### config.mk
export PLATFORM = sky130hd
export DESIGN_NAME = ttt_mul
export DESIGN_NICKNAME = d
export VERILOG_FILES = /design/src/hdl/thermistor_table_temperature_assert.svh /design/src/hdl/ttt_pkg.sv /design/src/hdl/ttt_mul.sv
export SDC_FILE = /design/constraint.sdc
export NUM_CORES = 1
export LEC_CHECK = 0
export BUFFER_PORTS_ARGS = -buffer_cell sky130_fd_sc_hd__buf_2
export CAP_MARGIN = 20
export CORE_MARGIN = 2
export CORE_UTILIZATION = 40
export DETAILED_ROUTE_END_ITERATION = 12
export GPL_ROUTABILITY_DRIVEN = 0
export GPL_TIMING_DRIVEN = 0
export HOLD_SLACK_MARGIN = 0.03
export SETUP_SLACK_MARGIN = 0.2
export SLEW_MARGIN = 40
export SYNTH_ARGS = -nofsm -noshare
export SYNTH_HDL_FRONTEND = slang
export SYNTH_SLANG_ARGS = --single-unit
### constraint.sdc
create_clock -name clk_i -period 6.3 [get_ports clk_i]
set_clock_uncertainty 0.05 [all_clocks]
set_input_delay 0.63 -clock clk_i [delete_from_list [all_inputs] [get_ports clk_i]]
set_output_delay 0.63 -clock clk_i [all_outputs]
set_load 0.05 [all_outputs]
### src/hdl/thermistor_table_temperature_assert.svh
// assertion macros shared by the rtl
`ifndef THERMISTOR_TABLE_TEMPERATURE_ASSERT_SVH
`define THERMISTOR_TABLE_TEMPERATURE_ASSERT_SVH

// same-cycle implication
`define TTT_ASSERT_IMP(lbl, ante, cons) \
  lbl: assert property (@(posedge clk_i) disable iff (!rst_ni) (ante) |-> (cons)) \
    else $error("ttt assertion failed");

// next-cycle implication
`define TTT_ASSERT_NXT(lbl, ante, cons) \
  lbl: assert property (@(posedge clk_i) disable iff (!rst_ni) (ante) |=> (cons)) \
    else $error("ttt assertion failed");

`endif

### src/hdl/ttt_pkg.sv
package ttt_pkg;

  localparam int unsigned QW = 37;   // widest dividend: 21-bit code times 16-bit supply

  localparam logic [2:0] REG_ADC_DIVISOR = 3'd0;
  localparam logic [2:0] REG_SUPPLY_MV   = 3'd1;
  localparam logic [2:0] REG_PULLUP      = 3'd2;
  localparam logic [2:0] REG_START_TEMP  = 3'd3;
  localparam logic [2:0] REG_TABLE_SIZE  = 3'd4;

  localparam logic [1:0] STAT_IN_RANGE = 2'd0;
  localparam logic [1:0] STAT_ABOVE    = 2'd1;
  localparam logic [1:0] STAT_BELOW    = 2'd2;

  typedef enum logic [8:0] {
    ST_IDLE = 9'b000000001,
    ST_MUL1 = 9'b000000010,
    ST_DIV1 = 9'b000000100,
    ST_MUL2 = 9'b000001000,
    ST_DIV2 = 9'b000010000,
    ST_RD   = 9'b000100000,
    ST_CMP  = 9'b001000000,
    ST_FRAC = 9'b010000000,
    ST_DONE = 9'b100000000
  } state_e;

endpackage

### src/hdl/ttt_mul.sv
// shift-add multiplier, one multiplier bit per cycle
module ttt_mul (
  input  logic                      clk_i,
  input  logic                      rst_ni,
  input  logic                      start_i,
  input  logic [20:0]               a_i,
  input  logic [15:0]               b_i,
  output logic                      done_o,
  output logic [ttt_pkg::QW-1:0]    prod_o
);

  logic [ttt_pkg::QW-1:0] p_q;
  logic [4:0]             cnt_q;
  logic                   busy_q;
  logic [20:0]            a_q;
  logic [21:0]            sum;

  assign sum = {1'b0, p_q[ttt_pkg::QW-1:16]} + (p_q[0] ? {1'b0, a_q} : 22'd0);

  always_ff @(posedge clk_i or negedge rst_ni) begin
    if (!rst_ni) begin
      busy_q <= 1'b0;
      cnt_q  <= 5'd0;
    end else if (start_i) begin
      busy_q <= 1'b1;
      cnt_q  <= 5'd0;
    end else if (busy_q) begin
      cnt_q <= cnt_q + 5'd1;
      if (cnt_q == 5'd15) begin
        busy_q <= 1'b0;
      end
    end
  end

  always_ff @(posedge clk_i) begin
    if (start_i) begin
      a_q <= a_i;
      p_q <= {21'd0, b_i};
    end else if (busy_q) begin
      p_q <= {sum, p_q[15:1]};
    end
  end

  assign done_o = busy_q && (cnt_q == 5'd15);
  assign prod_o = {sum, p_q[15:1]};

endmodule

-- After elaboration in Yosys (flattened, before gate mapping)
Cells that the tools add are included.
- word-level logic and storage cells: 18
- bits of input ports: 40
- register bits after elaboration: 64
- output and inout port bits: 38
- add/subtract/negate cells: 2
- reductions and logical operators: 2
- multiplexer cells: 8
- equal/unequal tests: 1
- operators by type and width (kind ; count):
    2-to-1 mux 16 bit ; 2
    adder 21 x 21 -> 22 bit ; 1
    2-to-1 mux 21 bit ; 1
    2-to-1 mux 5 bit ; 2
    adder 5 x 1 -> 5 bit (second input constant) ; 1
    equality test 5 x 4 -> 1 bit (second input constant) ; 1
    2-to-1 mux 1 bit ; 3
    nonzero test 2 bit ; 1
    logical AND 1 bit ; 1

-- Depth between registers and ports, before layout
- depth in word-level cells: 4
- depth in mapped cells: 11
- mapped depth without buffers: 10

-- Least setup slack after synthesis
No wires, ideal clock.
- path kind: register to output
- start: register p_q[0] (netlist bit)
- end: output port prod_o[35] (netlist bit)
- stages on the path, launching flop included: 12
- setup slack: 2713 ps
- buffers on the path: 1
- required time: 5620 ps
- arrival: 2907 ps
- cells stage by stage: edfxtp_1 > clkbuf_1 > and2_1 > ha_1 > inv_1 > fa_1 > and2b_1 > o211ai_2 > a2111oi_0 > a21oi_1 > nand2b_1 > xor2_1
- longest elaborated chain between the ends: 2
- ends and longest elaborated chain (element ; line ; text):
    start, declared ; ttt_mul.sv:12 ; logic [ttt_pkg::QW-1:0] p_q;
    start signal, assigned ; ttt_mul.sv:38 ; p_q <= {21'd0, b_i};
    start signal, assigned ; ttt_mul.sv:40 ; p_q <= {sum, p_q[15:1]};
    2-to-1 mux 21 bit ; ttt_mul.sv:18 ; assign sum = {1'b0, p_q[ttt_pkg::QW-1:16]} + (p_q[0] ? {1'b0, a_q} : 22'd0);
    adder 21 x 21 -> 22 bit ; ttt_mul.sv:18 ;
    end, declared ; ttt_mul.sv:9 ; output logic [ttt_pkg::QW-1:0] prod_o
Every way passes these cells.

-- Worst setup path in the final report
Ends and elaborated chain as after synthesis.

==> flow_summary.json <==
{
  "dr.first_iter.drc_count": 137,
  "rsz0062_at_grt": "no",
  "post_dp_cell_area_um2": 4370,
  "grt_pass1_wl_mm": 14.2,
  "synth_edf_count": 37,
  "timing.fmax_ghz": 0.242,
  "synthXorXnorAreaFrac": 0.0436,
  "ioPinCount": 78,
  "setup_viol": 0,
  "root_buffer": "clkbuf_8",
  "hp-class": "input pin to async pin",
  "finalInstanceArea_um2": 4600,
  "post-route-period-util": 0.655,
  "hold_violations": 0,
  "htreeDepth": 3,
  "detail_route.wl_per_cell_um": 14.9,
  "cp_max_fo": 10,
  "synth_simple_gate_area_frac": 0.155,
  "dr.pass1.iters": 4,
  "p_leak_uw": 0.00211,
  "layout.cells.non_filler": 589,
  "dp.cells": 573,
  "relSlewSlack": 0.557,
  "powerDensity_nw_per_um2": 362,
  "detail-route-antenna-nets": 0,
  "arrival_ns": 3.45,
  "cts_hold_buf": 0,
  "synthAdderAreaFrac": 0.0806,
  "syn_avg_cell_area_um2": 10.4,
  "worst_pin_slew_ns": 0.665,
  "grtUsageTotal": 0.177,
  "status": "completed",
  "fill_cells": 876,
  "tns_ns": 0,
  "synthesis.area_um2": 3820,
  "route.vias.total": 2993,
  "ir_drop_v": 0.000247,
  "max-cap-violations": 0,
  "drt_wl_total_mm": 8.76,
  "seq_area_frac_synth": 0.440,
  "synth_top_family_by_area": "simple AND/OR/NAND/NOR gates",
  "insertion_delay_ns": 0.35,
  "yosys_warnings": 0,
  "drive_gt1_frac": 0.304,
  "grt_max_degree": 25,
  "drc": 0,
  "clock_sinks": 64,
  "async_flop_share": 0.0938,
  "crit_required_ns": 5.62,
  "cts_tree": "yes",
  "grt-ovfl-total": 0,
  "antenna_found_initial": 0,
  "dp_hpwl_mm": 6.37,
  "muxShareOfSynthArea": 0.0685,
  "synth_compound_area_frac": 0.153,
  "chipHeight_um": 102,
  "cts_setup_buffers": 0,
  "cts-buffers-inserted": 9,
  "cp-end-kind": "output pin",
  "io_buffers": 77,
  "multi_input_area_um2": 1910,
  "diodes": 0,
  "synth.net_count": 431,
  "ys_ff_latch": 64,
  "yosysUniqueCellTypes": 61,
  "grt_pass1_vias": 2966,
  "dieArea_um2": 10300,
  "start_util": 0.413,
  "clock_path_buffers": 2,
  "row_count": 35,
  "viasPerCell": 5.08,
  "path_clk_slew_ns": 0.09,
  "dieWidth_um": 102,
  "synth_flop_cell": "edfxtp_1",
  "regArea_um2": 1680,
  "final_nets": 519,
  "syn2layout_area_growth_pct": 20.3,
  "synthesis.instances": 367,
  "crit_type": "register to output pin",
  "core_area_um2": 9240,
  "cp-start-kind": "register",
  "fin_crit_ns": 4.13,
  "cts_resized": 0,
  "maxSlewViolCount": 0
}
==> kinds of logic after synthesis <==
kind of cell,count (synthesis)
adders and majority gates,24
AOI/OAI and AO/OA,80
and+or+nand+nor,113
buffers and inverters,43
xor gates and xnor gates,19
DFF,64
muxes,24
==> registers in the layout (all words and copies together) (netlist names) <==
register,count
cnt_q,5
a_q,21
p_q,37
busy_q,1
==> worst paths after layout <==
check                                     start                   end  slack, ns  depth (start not counted)
min in group clk_i                      a_i[20]     a_q[20]$_DFFE_PP_       0.39                          1
max in group asynchronous                rst_ni      busy_q$_DFF_PN0_       5.98                          1
setup / recovery               p_q[0]$_DFFE_PP_            prod_o[35]       2.17                         12
hold / removal                           rst_ni  cnt_q[0]$_DFFE_PN0P_       0.04                          1
setup reg to reg               p_q[0]$_DFFE_PP_  p_q[31]$_SDFFE_PP0P_       3.17                         11
hold reg to reg            p_q[32]$_SDFFE_PP0P_  p_q[32]$_SDFFE_PP0P_       0.42                          2
==> worst max-delay path, stage by stage (launching register included) <==
cell and delay (ns):
edfxtp_1 0.36, clkbuf_1 0.36, and2_1 0.19, ha_1 0.16
inv_1 0.06, fa_1 0.41, and2b_1 0.25, o211ai_2 0.12
a2111oi_0 0.41, a21oi_1 0.13, nand2b_1 0.11, xor2_1 0.21
buf_2 0.30
==> cell usage after synthesis (5+ instances only) <==
master,n,area share
a21o_1,10,0.020
a21oi_1,18,0.024
a22o_1,5,0.011
and2_1,25,0.041
buf_4,16,0.031
clkbuf_1,8,0.0079
dfrtp_1,6,0.039
dfxtp_1,21,0.11
edfxtp_1,37,0.29
ha_1,23,0.075
inv_1,12,0.012
mux2_2,17,0.050
mux2i_1,7,0.018
nand2_1,19,0.019
nand3_1,7,0.0092
nor2_1,28,0.028
nor3_1,7,0.0092
nor3b_1,5,0.0098
o21ai_0,10,0.013
xnor2_1,11,0.025
xor2_1,8,0.018
==> layout by cell type (no fill, tap or decap), types with 3 or more instances in the layout <==
cell and n:
a211oi_1 3, a21o_1 10, a21oi_1 18, a22o_1 5, a31oi_1 3, and2_1 25
and3_1 4, buf_1 3, buf_2 81, buf_4 16, clkbuf_1 8, clkbuf_8 9
dfrtp_1 6, dfxtp_1 21, edfxtp_1 37, ha_1 23, inv_1 12, inv_6 3
mux2_2 17, mux2i_1 7, nand2_1 19, nand3_1 7, nand4_1 4, nor2_1 27
nor3_1 7, nor3b_1 5, o21ai_0 10, o31ai_1 3, xnor2_1 11, xor2_1 8
==> metal layers <==
| metal | vias to the layer above | GRT usage | wire length, µm |
|---|---|---|---|
| met4 | 0 | 0.0385 | 103 |
| met3 | 9 | 0.0469 | 390 |
| met2 | 69 | 0.288 | 4160 |
| met5 | - | 0 | 0 |
| li1 | 1500 | - | - |
| met1 | 1415 | 0.236 | 4100 |
==> report_power, final <==
group / total, µW / switching [µW] / internal (µW) / leakage (µW)
sequential: 532 / 28.4 / 504 / 0.000625
clock: 412 / 184 / 228 / 0.000111
combinational: 718 / 499 / 219 / 0.00137
total: 1660 / 712 / 950 / 0.00211
==> layout make-up <==
cell class / count / area share
Buffer: 31 / 0.0395
Inverter: 12 / 0.00980
Timing Repair Buffer: 77 / 0.0839
Clock buffer: 9 / 0.0270
Clock inverter: 7 / 0.0223
Tap cell: 129 / 0.0351
Multi-Input combinational cell: 260 / 0.417
Sequential cell: 64 / 0.366
==> through the flow <==
step	util	hold slack (ns)	total power, µW	setup WS (ns)
2_1_floorplan	-	0.284	1110	2.71
3_3_place_gp	0.473	0.402	1250	2.56
3_5_place_dp	0.473	0.401	1260	2.53
4_1_cts	0.497	0.0381	1680	2.12
5_1_grt	0.497	0.0409	1750	1.85
6_report	0.497	0.0444	1660	2.17
Note: power is estimated with default switching activity, not from simulation.
