## src/hdl/thermistor_table_temperature_assert.svh

```systemverilog
// assertion macros shared by the rtl
`ifndef THERMISTOR_TABLE_TEMPERATURE_ASSERT_SVH
`define THERMISTOR_TABLE_TEMPERATURE_ASSERT_SVH

// same-cycle implication
`define TTT_ASSERT_IMP(lbl, ante, cons) \
  lbl: assert property (@(posedge clk_i) disable iff (!rst_ni) (ante) |-> (cons)) \
    else $error("ttt assertion failed");

// next-cycle implication
`define TTT_ASSERT_NXT(lbl, ante, cons) \
  lbl: assert property (@(posedge clk_i) disable iff (!rst_ni) (ante) |=> (cons)) \
    else $error("ttt assertion failed");

`endif

```

## src/hdl/ttt_pkg.sv

```systemverilog
package ttt_pkg;

  localparam int unsigned QW = 37;   // widest dividend: 21-bit code times 16-bit supply

  localparam logic [2:0] REG_ADC_DIVISOR = 3'd0;
  localparam logic [2:0] REG_SUPPLY_MV   = 3'd1;
  localparam logic [2:0] REG_PULLUP      = 3'd2;
  localparam logic [2:0] REG_START_TEMP  = 3'd3;
  localparam logic [2:0] REG_TABLE_SIZE  = 3'd4;

  localparam logic [1:0] STAT_IN_RANGE = 2'd0;
  localparam logic [1:0] STAT_ABOVE    = 2'd1;
  localparam logic [1:0] STAT_BELOW    = 2'd2;

  typedef enum logic [8:0] {
    ST_IDLE = 9'b000000001,
    ST_MUL1 = 9'b000000010,
    ST_DIV1 = 9'b000000100,
    ST_MUL2 = 9'b000001000,
    ST_DIV2 = 9'b000010000,
    ST_RD   = 9'b000100000,
    ST_CMP  = 9'b001000000,
    ST_FRAC = 9'b010000000,
    ST_DONE = 9'b100000000
  } state_e;

endpackage

```

## src/hdl/ttt_div.sv

```systemverilog
// restoring divider, one quotient bit per cycle
module ttt_div #(
  parameter int unsigned DW = 24
) (
  input  logic                   clk_i,
  input  logic                   rst_ni,
  input  logic                   start_i,
  input  logic [ttt_pkg::QW-1:0] dividend_i,
  input  logic [DW-1:0]          rem_init_i,
  input  logic [DW-1:0]          divisor_i,
  input  logic [5:0]             steps_i,
  output logic                   done_o,
  output logic [ttt_pkg::QW-1:0] quo_o
);

  logic [ttt_pkg::QW-1:0] q_q;
  logic [DW-1:0]          rem_q;
  logic [DW-1:0]          d_q;
  logic [5:0]             left_q;
  logic                   busy_q;
  logic [DW:0]            trial;
  logic                   ge;
  logic [DW:0]            diff;

  assign trial = {rem_q, q_q[ttt_pkg::QW-1]};
  assign ge    = trial >= {1'b0, d_q};
  assign diff  = trial - {1'b0, d_q};

  always_ff @(posedge clk_i or negedge rst_ni) begin
    if (!rst_ni) begin
      busy_q <= 1'b0;
      left_q <= 6'd0;
    end else if (start_i) begin
      busy_q <= 1'b1;
      left_q <= steps_i;
    end else if (busy_q) begin
      left_q <= left_q - 6'd1;
      if (left_q == 6'd1) begin
        busy_q <= 1'b0;
      end
    end
  end

  always_ff @(posedge clk_i) begin
    if (start_i) begin
      q_q   <= dividend_i;
      rem_q <= rem_init_i;
      d_q   <= divisor_i;
    end else if (busy_q) begin
      q_q   <= {q_q[ttt_pkg::QW-2:0], ge};
      rem_q <= ge ? diff[DW-1:0] : trial[DW-1:0];
    end
  end

  assign done_o = busy_q && (left_q == 6'd1);
  assign quo_o  = {q_q[ttt_pkg::QW-2:0], ge};

endmodule

```

## config.mk

```make
export PLATFORM = sky130hd
export DESIGN_NAME = ttt_div
export DESIGN_NICKNAME = d
export VERILOG_FILES = /design/src/hdl/thermistor_table_temperature_assert.svh /design/src/hdl/ttt_pkg.sv /design/src/hdl/ttt_div.sv
export SDC_FILE = /design/constraint.sdc
export NUM_CORES = 1
export LEC_CHECK = 0
export BUFFER_PORTS_ARGS = -buffer_cell sky130_fd_sc_hd__buf_2
export CORE_MARGIN = 2
export CORE_UTILIZATION = 49
export DETAILED_ROUTE_END_ITERATION = 10
export HOLD_SLACK_MARGIN = 0.03
export PLACE_DENSITY = 0.84
export SLEW_MARGIN = 15
export SYNTH_ARGS = -nofsm -noshare
export SYNTH_HDL_FRONTEND = slang
export SYNTH_SLANG_ARGS = --single-unit
```

## constraint.sdc

```tcl
create_clock -name clk_i -period 2.8 [get_ports clk_i]
set_input_delay 0.7 -clock clk_i [delete_from_list [all_inputs] [get_ports clk_i]]
set_output_delay 0.7 -clock clk_i [all_outputs]
set_load 0.01 [all_outputs]
```

Word-level counts from Yosys, hierarchy flattened
Index checks and enable logic that the tools add are counted.
Storage, ports and cells
  register bits after elaboration: 92
  output and inout port bits: 38
  word-level logic and storage cells: 21
Operators by class
  add/sub/neg operators: 2
  $lt $le $gt $ge: 1
  equal/unequal tests: 1
  mux-type cells: 10
  reductions and logical operators: 2
Operators with widths (count)
  37-bit 2-to-1 mux: 2
  24-bit 2-to-1 mux: 3
  25-bit by 24-bit greater-or-equal comparator with 1-bit output: 1
  24-bit subtractor: 1
  6-bit 2-to-1 mux: 2
  6-bit by 1-bit equality test with 1-bit output (second input constant): 1
  6-bit by 1-bit subtractor with 6-bit output (second input constant): 1
  1-bit 2-to-1 mux: 3
  2-bit nonzero test: 1
  1-bit logical AND: 1

Logic depth before layout (Yosys ltp)
Gate-level depths: netlist of the first run.
  depth in word-level cells: 4
  gate-level depth with buffers: 14
  depth with buffers taken out: 12

Least setup slack after synthesis of the first run
Ideal clock, no wire load.
  path kind: register to output
  start: register rem_q[7]
  end: output quo_o[0] (netlist name)
  data arrival time: 2272 ps
  data required time: 2100 ps
  path slack: -172 ps
  cell stages (with the launch flop): 11
  buffers on the path: 3
  cell sequence: edfxtp_1 > ha_1 > a21o_1 > a221oi_2 > o21ai_1 > a21o_2 > a31oi_4 > o31ai_4 > buf_6 > buf_6 > buf_4
On the way
  cells in the longest elaborated chain, start to end: 1
Ends and longest elaborated chain
  from (decl): line ttt_div.sv:17  | logic [DW-1:0] rem_q;
  from (signal assigned): line ttt_div.sv:47  | rem_q <= rem_init_i;
  from (signal assigned): line ttt_div.sv:51  | rem_q <= ge ? diff[DW-1:0] : trial[DW-1:0];
  25-bit by 24-bit greater-or-equal comparator with 1-bit output: line ttt_div.sv:26  | assign ge = trial >= {1'b0, d_q};
  to (decl): line ttt_div.sv:13  | output logic [ttt_pkg::QW-1:0] quo_o
No other way between the ends.

Final worst setup path of the first run
  start: register rem_q[13]
  end: output quo_o[0] (netlist name)
Same word-level chain as after synthesis.

==> reports/results.txt, run 1 <==
In the global route stage, overall resource usage came out at 19.8%. The worst path in the final design needs a cycle of 2980 ps, including I/O delays and setup. Relative to the synthesized area, the layout overhead comes to 28.6%. Setup repair after global routing could not meet its margin everywhere.

The number of nets in the synthesized netlist is 600, and the diode insertion count for antenna repair is 0. Timing analysis after detailed placement gives a worst setup slack of -110 ps. Of all flip-flops after synthesis, the portion carrying an async set or reset was 7.61%.

The final reports fail on negative setup slack. Measured along the y axis, the die boundary spans 111 µm. The tools report the count of warnings emitted by yosys as 0. Yosys mapped a number of flops with a built-in enable equal to 85. The x dimension of the die is 111 µm, and the sum of internal, switching and leakage power is 0.00738 W.

The worst hold path belongs to the class in -> async. The max-slew violation count is 0. The die covers 0.0122 mm². The worst-case clock skew is 9.89 ps. The run gives 822 as the number of filler cells placed in the layout. The endpoint identified for the worst register-to-register timing path is rem_q[20]. The cell area power density works out to 1030 mW/mm². In the final layout, the share of cells above drive strength 1 is 50.5%. The congestion estimate from routability-driven global placement came to 0.899.

Using the TritonRoute via totals, the vias-per-cell ratio works out to 5.37. In this run, distinct cell masters in the synthesized netlist total 59. The clock passes through at most 2 buffers.

The detailed router finished its first iteration with 240 violations. The later pin in the worst-skew pair is clocked with a latency of 340 ps. For the leakage power, the log shows 3.15 nW. CTS saw 92 sinks. The per-cell routed wire length works out to 16.2 µm.

The run gives 43 as the pin count of the biggest net entering global routing. The tools report the arrival time of data at the critical path endpoint as 2280 ps. The total wirelength of the detailed-routed design came out at 12700 µm. The maximum level of the CTS H-tree is 3, and the clock-pin slew on the worst setup and hold paths is 70 ps. The critical path startpoint category is a flip-flop.

For this configuration, the core starts out at a cell density of 50.8%. The total global routing overflow is 0, and the number of buffers added to fix hold violations after cts is 0. In this run the count of I/O pins placed on the die edge is 132. Across the run, the number of max-cap violations was 0.

In this run the tool buffered the top-level ports with 131 buffer cells. Once placement completed, the tool counted placed cells totaling 746. After synthesis, the mean cell area works out to 11.6 µm².

TritonCTS built the clock tree. The detailed router placed 4192 vias in this run. Post-synthesis cell type with the largest combined area: sky130_fd_sc_hd__edfxtp_1.

The wire length of the first global-routing pass was 19700 µm. Critical path endpoint category: a primary output. The final layout contains 757 nets.

The worst reg2reg path depth works out to 12. The most used flip-flop cell after synthesis is sky130_fd_sc_hd__edfxtp_1. The number of global-route vias before repair was 4238. The run finished, with violations left. After synthesis the cells add up to 0.00556 mm².

Of all nets on the critical path, the largest fanout is 3. The worst-case setup margin in the final layout was -177 ps. Setup violations remaining at the end of the flow were counted as 19.

The worst setup path is of the reg -> out kind. Row generation in the floorplan step produced 38 rows. The worst slew margin relative to its limit came out at 66.1%. The actual slew at the worst max-slew pin is 503 ps, and the core region area is 0.0109 mm². After layout, the worst path uses 106% of the clock period. Synthesis handed over a netlist of 479 instances. Leaving out fill and tap cells, the most frequent cells in the layout are sky130_fd_sc_hd__buf_2 (130), sky130_fd_sc_hd__edfxtp_1 (85), sky130_fd_sc_hd__buf_4 (56). After synthesis, the cell types taking the most area are sky130_fd_sc_hd__edfxtp_1 (46%), sky130_fd_sc_hd__mux2_2 (11%), sky130_fd_sc_hd__ha_1 (5.9%), sky130_fd_sc_hd__buf_4 (5.1%), sky130_fd_sc_hd__a21oi_1 (3.2%). The top cell type by area accounts for 45.9% of the synthesized area. The logs give 0 for the final hold violation count and 0.000478 V for the largest voltage drop on the vdd net. Timing-limited maximum frequency: 336 MHz. The CTS buffer count was 9; the total iterations of the first detailed-routing run was 5. The worst register-to-register path has a setup slack of -100 ps. The detailed placement HPWL is 8840 µm, and the initial antenna violation count is 0.

In this run the critical register-to-register path is launched from q_q[36]. For this run, design rule violations remaining after detail routing come to 0. The run gives 49.1% as the sequential element share of the synthesized area.

The clock tree root buffer cell is sky130_fd_sc_hd__clkbuf_16. Setup total negative slack on the finished layout was measured at -1250 ps. Leaving out fill and tap cells, the most frequent cell in the layout is sky130_fd_sc_hd__buf_2. After the flow finishes, the layout carries non-filler instances totaling 781. The worst hold margin came out at 178 ps. The synthesis-stage register bit count was 92; the number of routed nets with antenna violations was 0.

At the worst endpoint, the required time is 2100 ps.
layer usage:
layer | vias to the layer above | track usage (%) | routed length, µm
li1 | 2018 | - | -
met1 | 1982 | 23.9 | 5250
met2 | 171 | 33.4 | 6210
met3 | 21 | 6.20 | 978
met4 | 0 | 7.33 | 243
met5 | - | 0 | 0
final cells by class:
type / instances / area [µm²] / area share [%]
repair buffers: 197 / 1270 / 17.8
clock inverters: 6 / 62.6 / 0.875
inverters: 35 / 136 / 1.91
multi-input cells: 301 / 2540 / 35.6
clock buffers: 10 / 229 / 3.20
flip-flops and latches: 92 / 2730 / 38.2
well taps: 140 / 175 / 2.45
report_power, final:
group	total (W)	leakage (nW)	switching, W	internal [W]
Sequential	0.00211	0.957	0.000208	0.00190
Clock	0.00121	0.147	0.000519	0.000693
Combinational	0.00406	2.04	0.00193	0.00213
registers in the layout (all words and copies together), names as in the netlist:
signal,cells
q_q,37
rem_q,24
left_q,6
busy_q,1
d_q,24
synth_stat cells (3+ instances only):
master and n:
sky130_fd_sc_hd__edfxtp_1 85, sky130_fd_sc_hd__ha_1 26, sky130_fd_sc_hd__inv_1 34, sky130_fd_sc_hd__o21ai_0 15, sky130_fd_sc_hd__a211oi_1 5, sky130_fd_sc_hd__nand2_1 31, sky130_fd_sc_hd__nor2b_1 7, sky130_fd_sc_hd__nor2_1 24
sky130_fd_sc_hd__o21bai_1 5, sky130_fd_sc_hd__nand3_1 3, sky130_fd_sc_hd__o21a_1 6, sky130_fd_sc_hd__clkbuf_1 6, sky130_fd_sc_hd__mux2i_1 3, sky130_fd_sc_hd__mux2_2 53, sky130_fd_sc_hd__a21oi_1 35, sky130_fd_sc_hd__a21o_1 8
sky130_fd_sc_hd__o21ai_1 6, sky130_fd_sc_hd__nand4_1 3, sky130_fd_sc_hd__and3_1 5, sky130_fd_sc_hd__xor2_1 10, sky130_fd_sc_hd__nor3_1 6, sky130_fd_sc_hd__buf_2 3, sky130_fd_sc_hd__buf_4 38, sky130_fd_sc_hd__xnor2_1 11
sky130_fd_sc_hd__dfrtp_1 7
worst max-delay path by stage:
stage,to,depth (start not counted),startpoint
6_report,quo_o[0],8,rem_q[13]
5_1_grt,quo_o[0],8,rem_q[7]
4_1_cts,quo_o[0],8,rem_q[7]
3_5_place_dp,quo_o[0],8,rem_q[13]
3_3_place_gp,rem_q[20],12,q_q[36]
2_1_floorplan,quo_o[0],10,rem_q[2]
logic make-up after synthesis:
kind of cell	Yosys count	synth area share, %
AO/OA/AOI/OAI	104	13.0
flip-flops	92	49.1
AND/OR/NAND/NOR	91	8.04
buffers and inverters	86	8.71
multiplexers	58	11.7
adder cells (fa/ha/maj)	27	6.21
XOR/XNOR	21	3.31
worst max-delay path, cell delays in order (launching register included):
cell,delay [ps]
sky130_fd_sc_hd__edfxtp_1,440
sky130_fd_sc_hd__ha_1,340
sky130_fd_sc_hd__a21o_1,200
sky130_fd_sc_hd__a21o_1,190
sky130_fd_sc_hd__a21oi_2,180
sky130_fd_sc_hd__o211ai_1,140
sky130_fd_sc_hd__a31oi_4,210
sky130_fd_sc_hd__o31ai_4,90
sky130_fd_sc_hd__buf_2,150
through the flow:
| stage | instance area, µm² | util (%) |
|---|---|---|
| after floorplan | 5610 | - |
| after global placement | 6470 | 59.2 |
| after detailed placement | 6470 | 59.2 |
| after CTS | 6820 | 62.4 |
| after global routing | 7150 | 65.4 |
| final | 7150 | 65.4 |
what timing repair did:
item	CTS	global route
gates cloned	0	4
gates resized for setup	9	41
pin swaps	9	17
setup endpoints to repair	20	22
setup buffers	4	12
Note: power is estimated with default switching activity, not from simulation.
==> run 2: changes to the inputs <==
- CAP_MARGIN: unset -> 0
- CORE_UTILIZATION: 49 -> 51
- CTS_BUF_LIST: unset -> sky130_fd_sc_hd__clkbuf_8
- PLACE_DENSITY: 0.84 -> 0.86
==> reports/results.txt, run 2 (same netlist as run 1, synthesis figures left out) <==
The run finished, with violations left. The final reports fail on negative setup slack. The maximum level of the CTS H-tree came out at 3 (unchanged).

The min-delay analysis places its worst path in the category in -> async. The sum of internal, switching and leakage power is 0.00650 W (-12%), and the max-slew violation count is 0 (unchanged). Critical register-to-register path startpoint: q_q[36]. The actual slew at the worst max-slew pin came out at 460 ps (-43.3 ps).

The tools report the total global routing overflow as 0 (unchanged). CTS placed an instance of sky130_fd_sc_hd__clkbuf_8 at the clock tree root. The tools report the first-iteration detailed-routing DRC count as 144 (-40%). q_q holds more flip-flops than any other register. Total number of nets in the final design: 728 (-3.8%).

In the final layout, the registers with the most flip-flops are q_q x37, d_q x24, rem_q x24. The logs give -102 ps (+7.31 ps) for the pre-CTS worst setup slack and 10 (-9) for the setup-violating endpoint count in the final report. For the leakage power, the log shows 2.90 nW (-7.8%). The number of flip-flops under the largest register name was 37 (unchanged); the clock-pin slew on the worst setup and hold paths was 90 ps (+20 ps).

The timing-limited maximum frequency came out at 328 MHz (-2.5%). In the layout the commonest cells are sky130_fd_sc_hd__buf_2 (130), sky130_fd_sc_hd__edfxtp_1 (85), sky130_fd_sc_hd__mux2_2 (53). The worst setup path endpoint was quo_o[0].

Classification of the worst setup path: reg -> out. The overall die height is 108 µm (-1.9%), and the worst reg2reg path depth is 12 (unchanged). For the global-route usage over all layers, the log shows 21.3% (+1.5 points). The total iterations of the first detailed-routing run was 4 (-1).

The peak fanout along the critical path was 4 (+1). The number of routed nets with antenna violations is 0 (unchanged). The tools report the total wirelength of the detailed-routed design as 12200 µm (-3.6%).

The logs give 4168 (-1.7%) for the number of global-route vias before repair and 14.3 ps (+4.41 ps) for the worst-case clock skew. The total non-filler cell area in the finished layout was 0.00671 mm² (-6.2%); the critical path required time was 2100 ps (about the same). The average via count per standard cell was 5.39 (+0.34%).

The run gives 0.0107 mm² (-1.7%) as the core region area. The tools report the critical path endpoint category as a primary output. The logs give 38 (unchanged) for the number of standard-cell rows in the floorplan and 77 (+79%) for the pin count of the biggest net entering global routing. TritonCTS built the clock tree.

The cell area power density is 969 mW/mm² (-6.1%), and the fraction of final layout cells with drive strength greater than 1 is 46.9% (-3.7 points). Number of filler cells placed in the layout: 864 (+5.1%). The tools report the worst flop-to-flop path endpoint as rem_q[20]. The max capacitance violation total was 0 (unchanged); the vias after detailed routing was 4050 (-3.4%).

The area enclosed by the die boundary came out at 0.0118 mm² (-3.8%). The per-cell routed wire length is 16.3 µm (+0.15%). The number of buffers added on ports came out at 131 (unchanged). The worst slew margin relative to its limit is 69.1% (+2.9 points).

Start point of the critical path: rem_q[8]. For the number of top-level pins, the log shows 132 (unchanged). For the placement-stage cell area, the log shows 0.00627 mm² (-3.1%). Setup repair after global routing could not meet its margin everywhere.

The final critical-path share of the clock period came out at 109% (+2.7 points). For the initial antenna violation count, the log shows 1 (+1). The tools report the non-filler instance count after layout as 752 (-3.7%). The number of placed cells counting well taps is 721 (-3.4%). The CTS buffer count is 9 (unchanged), and the weighted congestion at the end of routability-driven global placement is 0.895 (-0.50%). The tools report the wire length of the first global-routing pass as 19200 µm (-2.5%).

The layout overhead on the synthesized area is 20.7%. STA classifies the critical path startpoint as a flip-flop. The x dimension of the die works out to 108 µm (-1.9%). The final hold violation count was 0 (unchanged). The tools report the worst-skew pair later-pin latency as 380 ps (+40 ps). Total clock sinks: 92 (unchanged).

The register-to-register path setup slack is -100 ps (about the same), and the diode insertion count for antenna repair is 0 (unchanged). The logs give 0.000562 V (+17%) for the largest voltage drop on the vdd net and 8640 µm (-2.2%) for the detailed placement HPWL. The logs give 51.7% (+0.90 points) for the starting density of the core and 2 (unchanged) for the maximum buffer depth of the clock tree. The final critical delay including setup and external delays works out to 3050 ps (+75.2 ps). The most frequent standard cell in the layout excluding fill and tap cells was sky130_fd_sc_hd__buf_2. The arrival time of data at the critical path endpoint was 2350 ps (+70 ps); the worst-case setup margin in the final layout was -253 ps (-75.2 ps). Remaining routing DRC violations: 0 (unchanged).
==> run 2: critical path, stage by stage, from the launching register on <==
cell                       delay [ps]
sky130_fd_sc_hd__edfxtp_1         480
sky130_fd_sc_hd__ha_4             280
sky130_fd_sc_hd__and3_4           190
sky130_fd_sc_hd__a221oi_2         260
sky130_fd_sc_hd__o21ai_1          110
sky130_fd_sc_hd__a21o_2           230
sky130_fd_sc_hd__a31oi_4          180
sky130_fd_sc_hd__o31ai_4           90
sky130_fd_sc_hd__buf_2            150
==> run 2: cell type report <==
| class | instances | area [µm²] | area share, % |
|---|---|---|---|
| clock buffers | 10 | 138 | 2.05 |
| clock inverters | 6 | 41.3 | 0.616 |
| inverters | 35 | 131 | 1.96 |
| multi-input cells | 301 | 2520 | 37.6 |
| flip-flops and latches | 92 | 2730 | 40.7 |
| well taps | 140 | 175 | 2.61 |
| repair buffers | 168 | 975 | 14.5 |
==> run 2: worst min-delay path by stage <==
stage | to | from | slack [ps]
finish | busy_q | rst_ni | 140
global route | left_q[0] | rst_ni | 120
CTS | busy_q | rst_ni | 120
detailed placement | busy_q | rst_ni | 550
global placement | left_q[1] | rst_ni | 530
floorplan | busy_q | rst_ni | 400
==> run 2: metal layers <==
| layer | vias to the layer above | routed length (µm) | share of wire [%] | global-route usage [%] |
|---|---|---|---|---|
| li1 | 1954 | - | - | - |
| met1 | 1927 | 5160 | 42 | 24.7 |
| met2 | 151 | 5920 | 48 | 36.3 |
| met3 | 18 | 932 | 7.6 | 8.32 |
| met4 | 0 | 211 | 1.7 | 6.59 |
| met5 | - | 0 | 0 | 0 |
==> run 2: what timing repair did <==
item                                    in CTS  in global routing
resized for setup                            8                 31
setup buffers                               10                  6
endpoints found under the setup margin       9                 20
hold buffers                                 0                  0
pin swaps                                   13                 12
==> run 2: metrics by stage <==
step	TNS (ps)	utilization [%]	hold slack, ps
after floorplan	-34.4	-	404
after global placement	-2.35	58.3	534
after detailed placement	-160	58.3	547
after CTS	-259	61.0	118
after global routing	-2300	62.4	118
final	-752	62.4	136
==> run 2: where the power goes <==
part	total (W)	internal, W	switching, W
Combinational	0.00354	0.00177	0.00177
Clock	0.000849	0.000347	0.000502
Sequential	0.00211	0.00190	0.000210
==> run 3: changes to the inputs <==
- CORE_ASPECT_RATIO: unset -> 2
==> reports/results.txt, run 3 (same netlist as run 1, synthesis figures left out) <==
The flow ran to the end, but the final reports show violations. The final reports fail on negative setup slack. The overall die height is 152 µm (+40%). The proportion of power drawn by combinational gates is 55.5% (+1.0 points), and the arrival time of data at the critical path endpoint is 2420 ps (+70 ps). The remaining routing DRC violations came out at 0 (unchanged). The final critical-path share of the clock period was 111% (+2.3 points). The worst slew margin relative to its limit is 69.2% (+0.11 points), and the setup-violating endpoint count in the final report is 12 (+2). The max capacitance violation total was 0 (unchanged); the critical path depth in cells was 9 (+1). The number of placed cells counting well taps is 725 (+0.55%).

The weighted congestion at the end of routability-driven global placement is 0.879 (-1.8%). The cell type of the slowest stage on the worst timing path is sky130_fd_sc_hd__edfxtp_1. The switching part of the total power was 37.4% (-0.79 points); the number of buffers added to fix hold violations after cts was 0 (unchanged).

The run gives 0 (unchanged) as the final hold violation count. The critical path is of the reg -> out type. The peak fanout along the critical path works out to 4 (unchanged). The tools report the global-route usage over all layers as 21.3% (+0.037 points). The worst setup path is captured at a primary output.

The critical path startpoint category was a flip-flop. The clock-pin slew on the worst setup and hold paths came out at 100 ps (about the same). The number of flip-flops under the largest register name was 37 (unchanged); the total clock sinks was 92 (unchanged). For the initial antenna violation count, the log shows 0 (-1). Setup repair after global routing could not meet its margin everywhere. Leaving out fill and tap cells, the most frequent cell in the layout is sky130_fd_sc_hd__buf_2. The total global routing overflow came out at 0 (unchanged). The area growth from synthesis to layout is 24.1%.

The critical path required time was 2100 ps (about the same). On the critical path the largest part of the delay comes from compound AO/OA/AOI/OAI gates. For the maximum level of the CTS H-tree, the log shows 3 (unchanged). The largest voltage drop on the vdd net was 0.000536 V (-4.6%). For the number of routed nets with antenna violations, the log shows 0 (unchanged). The logs give 735 (+0.96%) for the total number of nets in the final design and 12300 µm (+0.74%) for the total wirelength of the detailed-routed design. The non-filler instance count after layout is 759 (+0.93%), and the core region area is 0.0107 mm² (about the same). The internal power component was 0.00430 W (+7.1%); the actual slew at the worst max-slew pin was 463 ps (+2.63 ps).

Share of power burned in registers: 31.1% (-1.4 points). The cell area power density was 996 mW/mm² (+2.8%); the vias after detailed routing was 4038 (-0.30%). Walking the worst path, the cells encountered are ha_4 > a21o_1 > a221oi_2 > o21ai_1 > a21o_2 > a31oi_4 > o31ai_4 > buf_6 > buf_6.

The x dimension of the die came out at 77.8 µm (-28%). The diode insertion count for antenna repair came out at 0 (unchanged). The register-to-register path setup slack was -100 ps (about the same); the pre-CTS worst setup slack was -27.9 ps (+74.4 ps). For the clock group share of total power, the log shows 13.4% (+0.3 points). More flip-flops sit in one register than any other, and that register is q_q. The logs give 4 (unchanged) for the total iterations of the first detailed-routing run and 0.00257 W (+3.5%) for the switching power summed over all nets.

TritonCTS built the clock tree. The endpoint identified for the worst register-to-register timing path is rem_q[14]. The wire length of the first global-routing pass came out at 19600 µm (+2.3%). Critical register-to-register path startpoint: rem_q[7].

The final critical delay including setup and external delays is 3120 ps (+63.7 ps). The worst-case clock skew is 12.4 ps (-1.90 ps). The number of buffers added on ports came out at 131 (unchanged). The fraction of final layout cells with drive strength greater than 1 was 48.1% (+1.2 points); the post-route setup TNS was -893 ps (-141 ps).

The largest registers in the layout are q_q x37, d_q x24, rem_q x24. The timing-limited maximum frequency is 321 MHz (-2.0%), and the maximum buffer depth of the clock tree is 2 (unchanged). The CTS buffer count is 9 (unchanged).

The worst hold path belongs to the class in -> async. The cell repeated most along the worst path was sky130_fd_sc_hd__buf_6. The logs give 8350 µm (-3.3%) for the detailed placement HPWL and 0 (unchanged) for the max-slew violation count.

Leaving out fill and tap cells, the most frequent cells in the layout are sky130_fd_sc_hd__buf_2 (129), sky130_fd_sc_hd__edfxtp_1 (85), sky130_fd_sc_hd__mux2_2 (53). The tools report the number of top-level pins as 132 (unchanged). The number of standard-cell rows in the floorplan came out at 54 (+42%).

First-iteration detailed-routing DRC count: 160 (+11%). The root buffer cell chosen for the clock tree is sky130_fd_sc_hd__clkbuf_8. The worst reg2reg path depth is 13 (+1). The run gives 51.7% (about the same) as the starting density of the core.

Worst-skew pair later-pin latency: 370 ps (about the same). The pin count of the biggest net entering global routing is 66 (-14%). The leakage power is 2.99 nW (+2.9%). Critical path buffer and inverter count: 2 (+1). For the number of global-route vias before repair, the log shows 4253 (+2.0%). The worst stage delay on the critical path is 470 ps (about the same). The per-cell routed wire length is 16.2 µm (-0.19%). The tools report the area enclosed by the die boundary as 0.0118 mm² (+0.43%). The average via count per standard cell is 5.32 (-1.2%), and the worst-case setup margin in the final layout is -316 ps (-63.7 ps).
-- run 3: cell count changes in the layout (fill, tap and decap cells not counted), moves of 3 or more --
cell | previous run | this run
sky130_fd_sc_hd__buf_4 | 32 | 38
sky130_fd_sc_hd__a21oi_2 | 6 | 3
sky130_fd_sc_hd__ha_4 | 5 | 9
sky130_fd_sc_hd__ha_1 | 18 | 14
-- run 3: what timing repair did --
| action | CTS | global route |
|---|---|---|
| gates cloned | 2 | 0 |
| endpoints found under the setup margin | 15 | 24 |
| pin swaps | 14 | 12 |
| gates resized for setup | 29 | 20 |
| buffers inserted | 12 | 5 |
-- run 3: through the flow --
stage | hold WS [ps] | instance area [µm²] | utilization (%) | power (W)
final | 141 | 6900 | 64.2 | 0.00687
after global routing | 121 | 6900 | 64.2 | 0.00731
after CTS | 127 | 6800 | 63.3 | 0.00657
after detailed placement | 545 | 6300 | 58.6 | 0.00514
after global placement | 540 | 6300 | 58.6 | 0.00501
after floorplan | 404 | 5610 | - | 0.00444
-- run 3: worst max path at each step --
stage          startpoint         to
6_report         rem_q[7]   quo_o[0]
5_1_grt          rem_q[7]   quo_o[0]
4_1_cts          rem_q[7]   quo_o[0]
3_5_place_dp       d_q[8]  rem_q[22]
3_3_place_gp      q_q[36]  rem_q[20]
2_1_floorplan    rem_q[2]   quo_o[0]
-- run 3: power groups by stage --
stage | Sequential (W) | Clock, W | Combinational (W)
finish | 0.00214 | 0.000918 | 0.00381
global route | 0.00218 | 0.000991 | 0.00414
CTS | 0.00211 | 0.000939 | 0.00352
detailed placement | 0.00212 | 0 | 0.00302
global placement | 0.00210 | 0 | 0.00292
floorplan | 0.00206 | 0 | 0.00238
-- run 3: layout make-up --
type,instances,area [µm²]
Clock inverter,7,72.6
Fill cell,835,3840
Tap cell,140,175
Timing Repair Buffer,175,1080
Clock buffer,9,124
Multi-Input combinational cell,301,2580
Inverter,35,139
Sequential cell,92,2730
-- run 3: metal layers --
| layer | routed length, µm | GRT usage (%) | vias up |
|---|---|---|---|
| li1 | - | - | 1975 |
| met1 | 4850 | 24.2 | 1908 |
| met2 | 6580 | 37.2 | 132 |
| met3 | 638 | 5.21 | 23 |
| met4 | 249 | 10.3 | 0 |
| met5 | 0 | 0 | - |
